`config.mk`:
```
export PLATFORM = sky130hd
export DESIGN_NAME = qte_sqrt_cell
export DESIGN_NICKNAME = d
export VERILOG_FILES = /design/src/design/qte_pkg.sv /design/src/design/qte_sqrt_cell.sv
export SDC_FILE = /design/constraint.sdc
export NUM_CORES = 1
export LEC_CHECK = 0
export ABC_AREA = 1
export BUFFER_PORTS_ARGS = -buffer_cell sky130_fd_sc_hd__buf_2
export CAP_MARGIN = 10
export CELL_PAD_IN_SITES_DETAIL_PLACEMENT = 1
export CELL_PAD_IN_SITES_GLOBAL_PLACEMENT = 1
export CORE_MARGIN = 1
export CORE_UTILIZATION = 35
export CTS_CLUSTER_DIAMETER = 150
export DETAILED_ROUTE_END_ITERATION = 7
export GPL_TIMING_DRIVEN = 0
export PLACE_DENSITY = 0.91
export SYNTH_ARGS = -nofsm -noshare
export SYNTH_HDL_FRONTEND = slang
export SYNTH_SLANG_ARGS = --single-unit
```
`constraint.sdc`:
```
create_clock -name i_clk -period 3.75 [get_ports i_clk]
set_clock_uncertainty 0.05 [all_clocks]
set_input_delay 0.75 -clock i_clk [delete_from_list [all_inputs] [get_ports i_clk]]
set_output_delay 0.75 -clock i_clk [all_outputs]
set_load 0.05 [all_outputs]
```
`src/design/qte_pkg.sv`:
```
// qte_pkg: shared widths, constants and the CORDIC arctangent table
// for the quaternion to Euler angle pipeline. No dependencies.
package qte_pkg;
    localparam int QW   = 16;  // quaternion component width
    localparam int VW   = 40;  // CORDIC x/y datapath width
    localparam int AW   = 34;  // angle accumulator width, Q30 radians
    localparam int SW   = 34;  // products and sums, Q28
    localparam int RW   = 58;  // radicand width for the square root
    localparam int CW   = 29;  // square root result width
    localparam int CORDIC_STEPS_DEF = 16;
    localparam int CORDIC_STEPS_MAX = 24;

    localparam logic signed [AW-1:0] HALF_PI_Q30 = 34'sd1686629713;
    localparam logic signed [SW-1:0] ONE_Q28     = 34'sd268435456;
    localparam logic signed [15:0]   ANG_LIMIT   = 16'sd25736;
    localparam logic signed [15:0]   PITCH_LIMIT = 16'sd12868;

    typedef struct packed {
        logic signed [VW-1:0] x;
        logic signed [VW-1:0] y;
        logic signed [AW-1:0] acc;
    } t_vec;

    function automatic logic signed [AW-1:0] atan_tab(input logic [4:0] i);
        logic signed [AW-1:0] r;
        begin
            case (i)
                5'd0:  r = 34'sh3243F6A8;
                5'd1:  r = 34'sh1DAC6705;
                5'd2:  r = 34'sh0FADBAFC;
                5'd3:  r = 34'sh07F56EA6;
                5'd4:  r = 34'sh03FEAB76;
                5'd5:  r = 34'sh01FFD55B;
                5'd6:  r = 34'sh00FFFAAA;
                5'd7:  r = 34'sh007FFF55;
                5'd8:  r = 34'sh003FFFEA;
                5'd9:  r = 34'sh001FFFFD;
                5'd10: r = 34'sh000FFFFF;
                5'd11: r = 34'sh0007FFFF;
                5'd12: r = 34'sh0003FFFF;
                5'd13: r = 34'sh0001FFFF;
                5'd14: r = 34'sh0000FFFF;
                5'd15: r = 34'sh00007FFF;
                5'd16: r = 34'sh00003FFF;
                5'd17: r = 34'sh00001FFF;
                5'd18: r = 34'sh00000FFF;
                5'd19: r = 34'sh000007FF;
                5'd20: r = 34'sh000003FF;
                5'd21: r = 34'sh000001FF;
                5'd22: r = 34'sh000000FF;
                5'd23: r = 34'sh0000007F;
                default: r = '0;
            endcase
            return r;
        end
    endfunction

    // Q30 angle to saturated Q13, round half up
    function automatic logic signed [15:0] to_q13(input logic signed [AW-1:0] a,
                                                 input logic signed [15:0] lim);
        logic signed [AW:0] s;
        logic signed [AW:0] r;
        begin
            s = AW'(a) + (AW+1)'(65536);
            s = {a[AW-1], a} + (AW+1)'(65536);
            r = s >>> 17;
            if (r > (AW+1)'(lim))       return lim;
            else if (r < -(AW+1)'(lim)) return -lim;
            else                        return r[15:0];
        end
    endfunction
endpackage

```
`src/design/qte_sqrt_cell.sv`:
```
// qte_sqrt_cell: one registered restoring square-root cell, two radicand bits per cell.
// Depends on qte_pkg.
module qte_sqrt_cell #(
    parameter int STAGE = 0
) (
    input  logic                       i_clk,
    input  logic [qte_pkg::RW-1:0]     i_rem,
    input  logic [qte_pkg::CW-1:0]     i_root,
    input  logic [qte_pkg::RW-1:0]     i_rad,
    input  logic signed [qte_pkg::SW-1:0] i_s,
    output logic [qte_pkg::RW-1:0]     o_rem,
    output logic [qte_pkg::CW-1:0]     o_root,
    output logic [qte_pkg::RW-1:0]     o_rad,
    output logic signed [qte_pkg::SW-1:0] o_s
);
    localparam int SH = qte_pkg::RW - 2 - 2*STAGE;
    logic [qte_pkg::RW-1:0] n_rem, trial;
    logic [qte_pkg::CW-1:0] n_root;
    logic [qte_pkg::RW-1:0] cur;

    always_comb begin
        cur   = {i_rem[qte_pkg::RW-3:0], i_rad[SH+1 -: 2]};
        trial = {i_root[qte_pkg::CW-2:0], 2'b01} & {qte_pkg::RW{1'b1}};
        if (cur >= trial) begin
            n_rem  = cur - trial;
            n_root = {i_root[qte_pkg::CW-2:0], 1'b1};
        end else begin
            n_rem  = cur;
            n_root = {i_root[qte_pkg::CW-2:0], 1'b0};
        end
    end

    always_ff @(posedge i_clk) begin
        o_rem  <= n_rem;
        o_root <= n_root;
        o_rad  <= i_rad;
        o_s    <= i_s;
    end
endmodule

```
==> metrics.log, run 1 <==
INFO  metric fin_util = 0.484
INFO  metric power.static_leakage = 5.89 nW
INFO  metric cts_max_level = 4
INFO  metric std_cell_rows = 54
INFO  metric drt_wl_total = 34700 µm
INFO  metric start_util = 0.362
INFO  metric hold_viol_final = 0
INFO  metric fin_hold_ws = 346 ps
INFO  metric ys_seq_area_frac = 0.447
INFO  metric num-nets-final = 1710
INFO  metric multi_input_area = 3640 µm²
INFO  metric grt-busiest-layer = met2
INFO  metric worst_slack = 1040 ps
INFO  metric required = 4090 ps
INFO  metric worst_ep_arrival_time = 3050 ps
INFO  metric final_critical_delay_including_setup_and_external_delays = 2710 ps
INFO  metric pin_count = 359
INFO  metric numClockSinks = 179
INFO  metric fp.coreArea = 22200 µm²
INFO  metric firstDrtPassIters = 5
INFO  metric rsz0062_at_grt = no
INFO  metric antenna_found_initial = 1
INFO  metric detailed_place_hpwl = 29200 µm
INFO  metric cells_after_synth = 1126
INFO  metric grtUsageMet1 = 0.342
INFO  metric worst_voltage_drop_across_the_vdd_grid = 0.000283 V
INFO  metric cts_tree = done
INFO  metric syn2layout_area_growth = 33.8%
INFO  metric hold_path_depth = 1
INFO  metric synth-warning-count = 0
INFO  metric final-setup-viol-count = 0
INFO  metric synth-async-reset-ratio = 0
INFO  metric hold-path-endpoint = o_rad[10]
INFO  metric postRouteAntennaNets = 0
INFO  metric seq_area = 3580 µm²
INFO  metric post_syn_nets = 1336
INFO  metric post_cts_buffers = 0
INFO  metric cts_buffer_depth = 2
INFO  metric ys_seq_elements = 179
INFO  metric groute.usage.overall = 0.297
INFO  metric synth_cell_types = 32
INFO  metric share_of_layout_cells_above_drive_strength_1 = 0.294
INFO  metric first_pass_grt_wire_length = 51800 µm
INFO  metric cts_inserted_buffers = 17
INFO  metric initialDrtViolationCount = 430
INFO  metric first_global_vias = 9027
INFO  metric outcome = finished clean
INFO  metric final.period_utilization = 0.723
INFO  metric crit_path_max_incr_delay = 590 ps
INFO  metric n_antenna_cell = 0
INFO  metric post_synth_instance_area = 8010 µm²
INFO  metric powerDensity = 499 nW/µm²
INFO  metric floorplan.die.height = 153 µm
INFO  metric grtUsageMet3 = 0.0618
INFO  metric fill_cells = 2916
INFO  metric drt-vias-per-instance = 4.80
INFO  metric max_cap_violations = 0
INFO  metric syn_avg_cell_area = 7.12 µm²
INFO  metric critPathSlowestCell = nor3_1
INFO  metric floorplan.die_area = 23500 µm²
INFO  metric crit_fanout = 4
INFO  metric cts.clk_slew.worst_paths = 80 ps
INFO  metric hold_path.startpoint = i_rad[10]
INFO  metric timing.final.max_slew_violations = 0
INFO  metric route.vias.total = 8599
INFO  metric setup-tns-final = 0 ps
INFO  metric crit_path_end_kind = flip-flop
INFO  metric clock_tree.root_cell = clkbuf_16
INFO  metric setup.worst_path.start_class = input port
INFO  metric hp-class = in -> reg
INFO  metric grt_start_max_net_pins = 20
INFO  metric synth_edf_count = 0
INFO  metric synth_top_flop_cell = dfxtp_1
INFO  metric globalRouteOverflowTotal = 0
INFO  metric crit_chain = buf_2, inv_1, ha_1, nand2_1, nor2_1, inv_1, nor3_1, nand2_1, inv_1, a21oi_1, or2_2, nand2_1
INFO  metric met2_usage = 0.541
INFO  metric port_buffers = 355
INFO  metric die_width = 153 µm
INFO  metric max_slew.worst_pin.slew = 748 ps
INFO  metric hold_buffers = 0
INFO  metric fmaxAchievable = 369 MHz
INFO  metric cts_resized = 0
INFO  metric drt_drc_violations_left = 0
INFO  metric drt-wirelength-per-cell = 19.4 µm
INFO  metric path_delay_family = simple AND/OR/NAND/NOR gates
INFO  metric timing.critical_path.depth = 12
INFO  metric placement.setup.worst_slack = 600 ps
INFO  metric crit_type = in -> reg
INFO  metric finalWeightedCongestion = 0.903
INFO  metric final_cell_count_no_fill = 1792
INFO  metric place.detailed.instances = 1761
INFO  metric worst-path-buf-inv = 4
INFO  metric slew_headroom = 0.496
==> area by class of cell <==
| class | count | area share |
|---|---|---|
| multi-input combinational | 751 | 0.339 |
| sequential | 179 | 0.334 |
| timing repair buffer | 355 | 0.166 |
| inverter | 187 | 0.0657 |
| clock buffer | 17 | 0.0397 |
| tap | 280 | 0.0327 |
| clock inverter | 14 | 0.0149 |
| buffer | 9 | 0.00828 |
==> state kept, by name, summed over array words and instances (netlist names) <==
register  cells
o_rem        58
o_rad        58
o_root       29
o_s          34
==> through the flow <==
stage | total power, W | cell area (µm²)
after floorplan | 0.00311 | 8010
after detailed placement | 0.00359 | 10100
after global routing | 0.00556 | 10700
after CTS | 0.00539 | 10700
final | 0.00535 | 10700
after global placement | 0.00356 | 10100
==> layer usage <==
layer,wire (µm),part of all wire
met3,1940,0.056
met2,17300,0.50
met4,869,0.025
met5,13,0.00037
met1,14600,0.42
==> power by group <==
part | switching, W | internal, W | leakage [nW]
sequential | 0.0000398 | 0.00206 | 1.51
combinational | 0.00111 | 0.000349 | 4.11
clock | 0.000905 | 0.000895 | 0.279
total | 0.00205 | 0.00330 | 5.89
==> worst max path at each step <==
stage / from / endpoint / slack [ps]
2_1_floorplan: i_root[22] / o_rem[24] / 1400
3_3_place_gp: i_root[26] / o_rem[37] / 600
3_5_place_dp: i_root[26] / o_rem[37] / 600
4_1_cts: i_root[26] / o_rem[37] / 1060
5_1_grt: i_root[0] / o_rem[31] / 900
6_report: i_root[26] / o_rem[37] / 1040
==> synth_stat cells, types with 2 or more instances <==
cell type	instances	area, µm²
nand2_1	417	1570
inv_1	183	687
dfxtp_1	179	3580
nor2_1	105	394
nand3_1	50	250
ha_1	30	375
xor2_1	25	219
a21oi_1	24	120
a21oi_2	17	149
nand3b_1	16	120
nand4_1	12	75.1
nor2_2	9	56.3
nor3_1	9	45.0
o21ai_0	8	40.0
or2_2	7	43.8
nand2_2	6	37.5
buf_4	4	30.0
and2_1	3	18.8
buf_6	3	33.8
inv_2	3	11.3
o21bai_1	3	22.5
nor2_4	2	22.5
xnor2_1	2	17.5
==> cell usage in the layout, fill, tap and decap left out, types with 4 or more instances in the layout <==
cell / synthesis / final
nand2_1: 417 / 417
buf_2: 0 / 355
inv_1: 183 / 183
dfxtp_1: 179 / 179
nor2_1: 105 / 105
nand3_1: 50 / 50
ha_1: 30 / 30
xor2_1: 25 / 25
a21oi_1: 24 / 24
a21oi_2: 17 / 17
clkbuf_16: 0 / 17
nand3b_1: 16 / 16
nand4_1: 12 / 12
nor3_1: 9 / 9
nor2_2: 9 / 9
o21ai_0: 8 / 8
or2_2: 7 / 7
nand2_2: 6 / 6
buf_4: 4 / 4
inv_8: 0 / 4
==> logic make-up (layout without fill, tap and decap cells) <==
group / count (synthesis) / count (layout) / share of synthesized area
flops: 179 / 179 / 0.447
buf+inv: 196 / 582 / 0.0990
simple gates: 641 / 641 / 0.335
xor+xnor: 27 / 27 / 0.0295
compound gates: 53 / 53 / 0.0423
fa+ha+maj: 30 / 30 / 0.0468
No activity file was read; power rests on OpenSTA's default activity.
==> run 2, diff against run 1 <==
--- a/config.mk
+++ b/config.mk
@@ -11,11 +11,11 @@
 export CELL_PAD_IN_SITES_DETAIL_PLACEMENT = 1
 export CELL_PAD_IN_SITES_GLOBAL_PLACEMENT = 1
 export CORE_MARGIN = 1
-export CORE_UTILIZATION = 35
+export CORE_UTILIZATION = 32
 export CTS_CLUSTER_DIAMETER = 150
 export DETAILED_ROUTE_END_ITERATION = 7
 export GPL_TIMING_DRIVEN = 0
-export PLACE_DENSITY = 0.91
+export PLACE_DENSITY = 0.85
 export SYNTH_ARGS = -nofsm -noshare
 export SYNTH_HDL_FRONTEND = slang
 export SYNTH_SLANG_ARGS = --single-unit
==> constraint.sdc (replaced) <==
create_clock -name i_clk -period 2.7 [get_ports i_clk]
set_clock_uncertainty 0.05 [all_clocks]
set_input_delay 0.54 -clock i_clk [delete_from_list [all_inputs] [get_ports i_clk]]
set_output_delay 0.54 -clock i_clk [all_outputs]
set_load 0.05 [all_outputs]
==> metrics.log, run 2 (same netlist as run 1, synthesis figures left out) <==
INFO  metric outcome = finished clean
INFO  metric setup.worst_path.start_class = input port
INFO  metric cts_max_level = 4
INFO  metric std_cell_rows = 57
INFO  metric die_width = 160 µm
INFO  metric detailed_place_hpwl = 28200 µm
INFO  metric hold_buffers = 0
INFO  metric first_global_vias = 8715
INFO  metric antenna_found_initial = 3
INFO  metric floorplan.die.height = 160 µm
INFO  metric post_cts_buffers = 0
INFO  metric postRouteAntennaNets = 0
INFO  metric drt-wirelength-per-cell = 18.1 µm
INFO  metric crit_type = in -> reg
INFO  metric leading_cell_type_in_the_layout_fill_and_taps_excluded = nand2_1
INFO  metric num-nets-final = 1710
INFO  metric hp-class = in -> reg
INFO  metric grt_start_max_net_pins = 20
INFO  metric final_critical_delay_including_setup_and_external_delays = 2470 ps
INFO  metric syn2layout_area_growth = 34.6%
INFO  metric drt_wl_total = 33300 µm
INFO  metric fmaxAchievable = 406 MHz
INFO  metric max_slew.worst_pin.slew = 726 ps
INFO  metric final-setup-viol-count = 0
INFO  metric rsz0062_at_grt = no
INFO  metric firstDrtPassIters = 4
INFO  metric required = 2980 ps
INFO  metric drt-vias-per-instance = 4.58
INFO  metric numClockSinks = 179
INFO  metric power.static_leakage = 5.90 nW
INFO  metric start_util = 0.328
INFO  metric worst_voltage_drop_across_the_vdd_grid = 0.000281 V
INFO  metric route.vias.total = 8420
INFO  metric final.period_utilization = 0.913
INFO  metric layout_top_registers = o_rad x58, o_rem x58, o_s x34
INFO  metric drt_drc_violations_left = 0
INFO  metric cts_buffer_depth = 2
INFO  metric crit_fanout = 7
INFO  metric hold_viol_final = 0
INFO  metric share_of_layout_cells_above_drive_strength_1 = 0.294
INFO  metric fp.coreArea = 24500 µm²
INFO  metric clock_tree.root_cell = clkbuf_16
INFO  metric powerDensity = 690 nW/µm²
INFO  metric final_cell_mix = 417 x nand2_1, 355 x buf_2, 183 x inv_1
INFO  metric layout.cell_area.non_filler = 10800 µm²
INFO  metric initialDrtViolationCount = 333
INFO  metric pin_count = 359
INFO  metric groute.usage.overall = 0.261
INFO  metric setup-tns-final = 0 ps
INFO  metric worst_ep_arrival_time = 2750 ps
INFO  metric crit_path_end_kind = flip-flop
INFO  metric detailed_place.area = 10200 µm²
INFO  metric max_cap_violations = 0
INFO  metric cts_tree = done
INFO  metric cts_inserted_buffers = 17
INFO  metric floorplan.die_area = 25700 µm²
INFO  metric cts.clk_slew.worst_paths = 80 ps
INFO  metric port_buffers = 355
INFO  metric timing.final.max_slew_violations = 0
INFO  metric slew_headroom = 0.511
INFO  metric first_pass_grt_wire_length = 50300 µm
INFO  metric finalWeightedCongestion = 0.882
INFO  metric globalRouteOverflowTotal = 0
[run 2: cell types whose count changed in the layout (fill, tap and decap cells not counted), sizes merged]
| cell | change |
|---|---|
| clkbuf | +1 |
| inv | +1 |
| clkinv | -1 |
| diode | +1 |
[run 2: power breakdown]
part | switching (W) | leakage, nW | internal, W
sequential | 0.0000516 | 1.51 | 0.00286
clock | 0.00128 | 0.281 | 0.00125
combinational | 0.00151 | 4.11 | 0.000485
total | 0.00285 | 5.90 | 0.00459
[run 2: stage by stage]
| step | hold slack (ps) | setup WS, ps | total power [W] | std cells | utilization |
|---|---|---|---|---|---|
| 3_3_place_gp | 593 | -222 | 0.00494 | 1805 | 0.417 |
| 6_report | 140 | 234 | 0.00744 | 1838 | 0.441 |
| 4_1_cts | 126 | 222 | 0.00752 | 1837 | 0.441 |
| 2_1_floorplan | 518 | 557 | 0.00432 | 1126 | - |
| 3_5_place_dp | 594 | -236 | 0.00497 | 1805 | 0.417 |
| 5_1_grt | 128 | 22.8 | 0.00773 | 1837 | 0.441 |
[run 2: repair_timing]
action / 4_1_cts / 5_1_grt
resized for setup: 0 / 1
setup endpoints to repair: 0 / 1
hold endpoints to repair: 0 / 0
[run 2: worst max-delay path, stage by stage]
cell and delay [ps]:
buf_2 90, inv_1 40, ha_1 260, clkbuf_2 170, o21ai_0 120, nand2_1 210
a21oi_1 170, o21ai_0 610, nand2_1 180, nand2_1 160, nor2_1 50, nand3b_1 70
nand2_1 70
[run 2: final timing paths]
path              slack (ps)  startpoint  cells after the start        end
setup / recovery         230   i_root[0]                     13  o_rem[39]
hold / removal           140   i_rad[18]                      1  o_rad[18]
[run 2: layer usage]
metal / share of wire / GRT usage / vias to the layer above / wire length (µm)
met1: 0.43 / 0.313 / 3991 / 14200
met5: 0.00078 / 0 / - / 26
met4: 0.017 / 0.0710 / 4 / 563
met2: 0.50 / 0.477 / 242 / 16800
met3: 0.052 / 0.0429 / 33 / 1740
li1: - / - / 4150 / -
[run 2: area by class of cell]
| class | count | area (µm²) |
|---|---|---|
| diodes | 1 | 2.50 |
| plain buffers | 9 | 88.8 |
| clock buffers | 18 | 429 |
| clock inverters | 14 | 160 |
| fillers | 3193 | 13700 |
| inverters | 187 | 704 |
| multi-input cells | 751 | 3640 |
| flip-flops and latches | 179 | 3580 |
| well taps | 324 | 405 |
| repair buffers | 355 | 1780 |
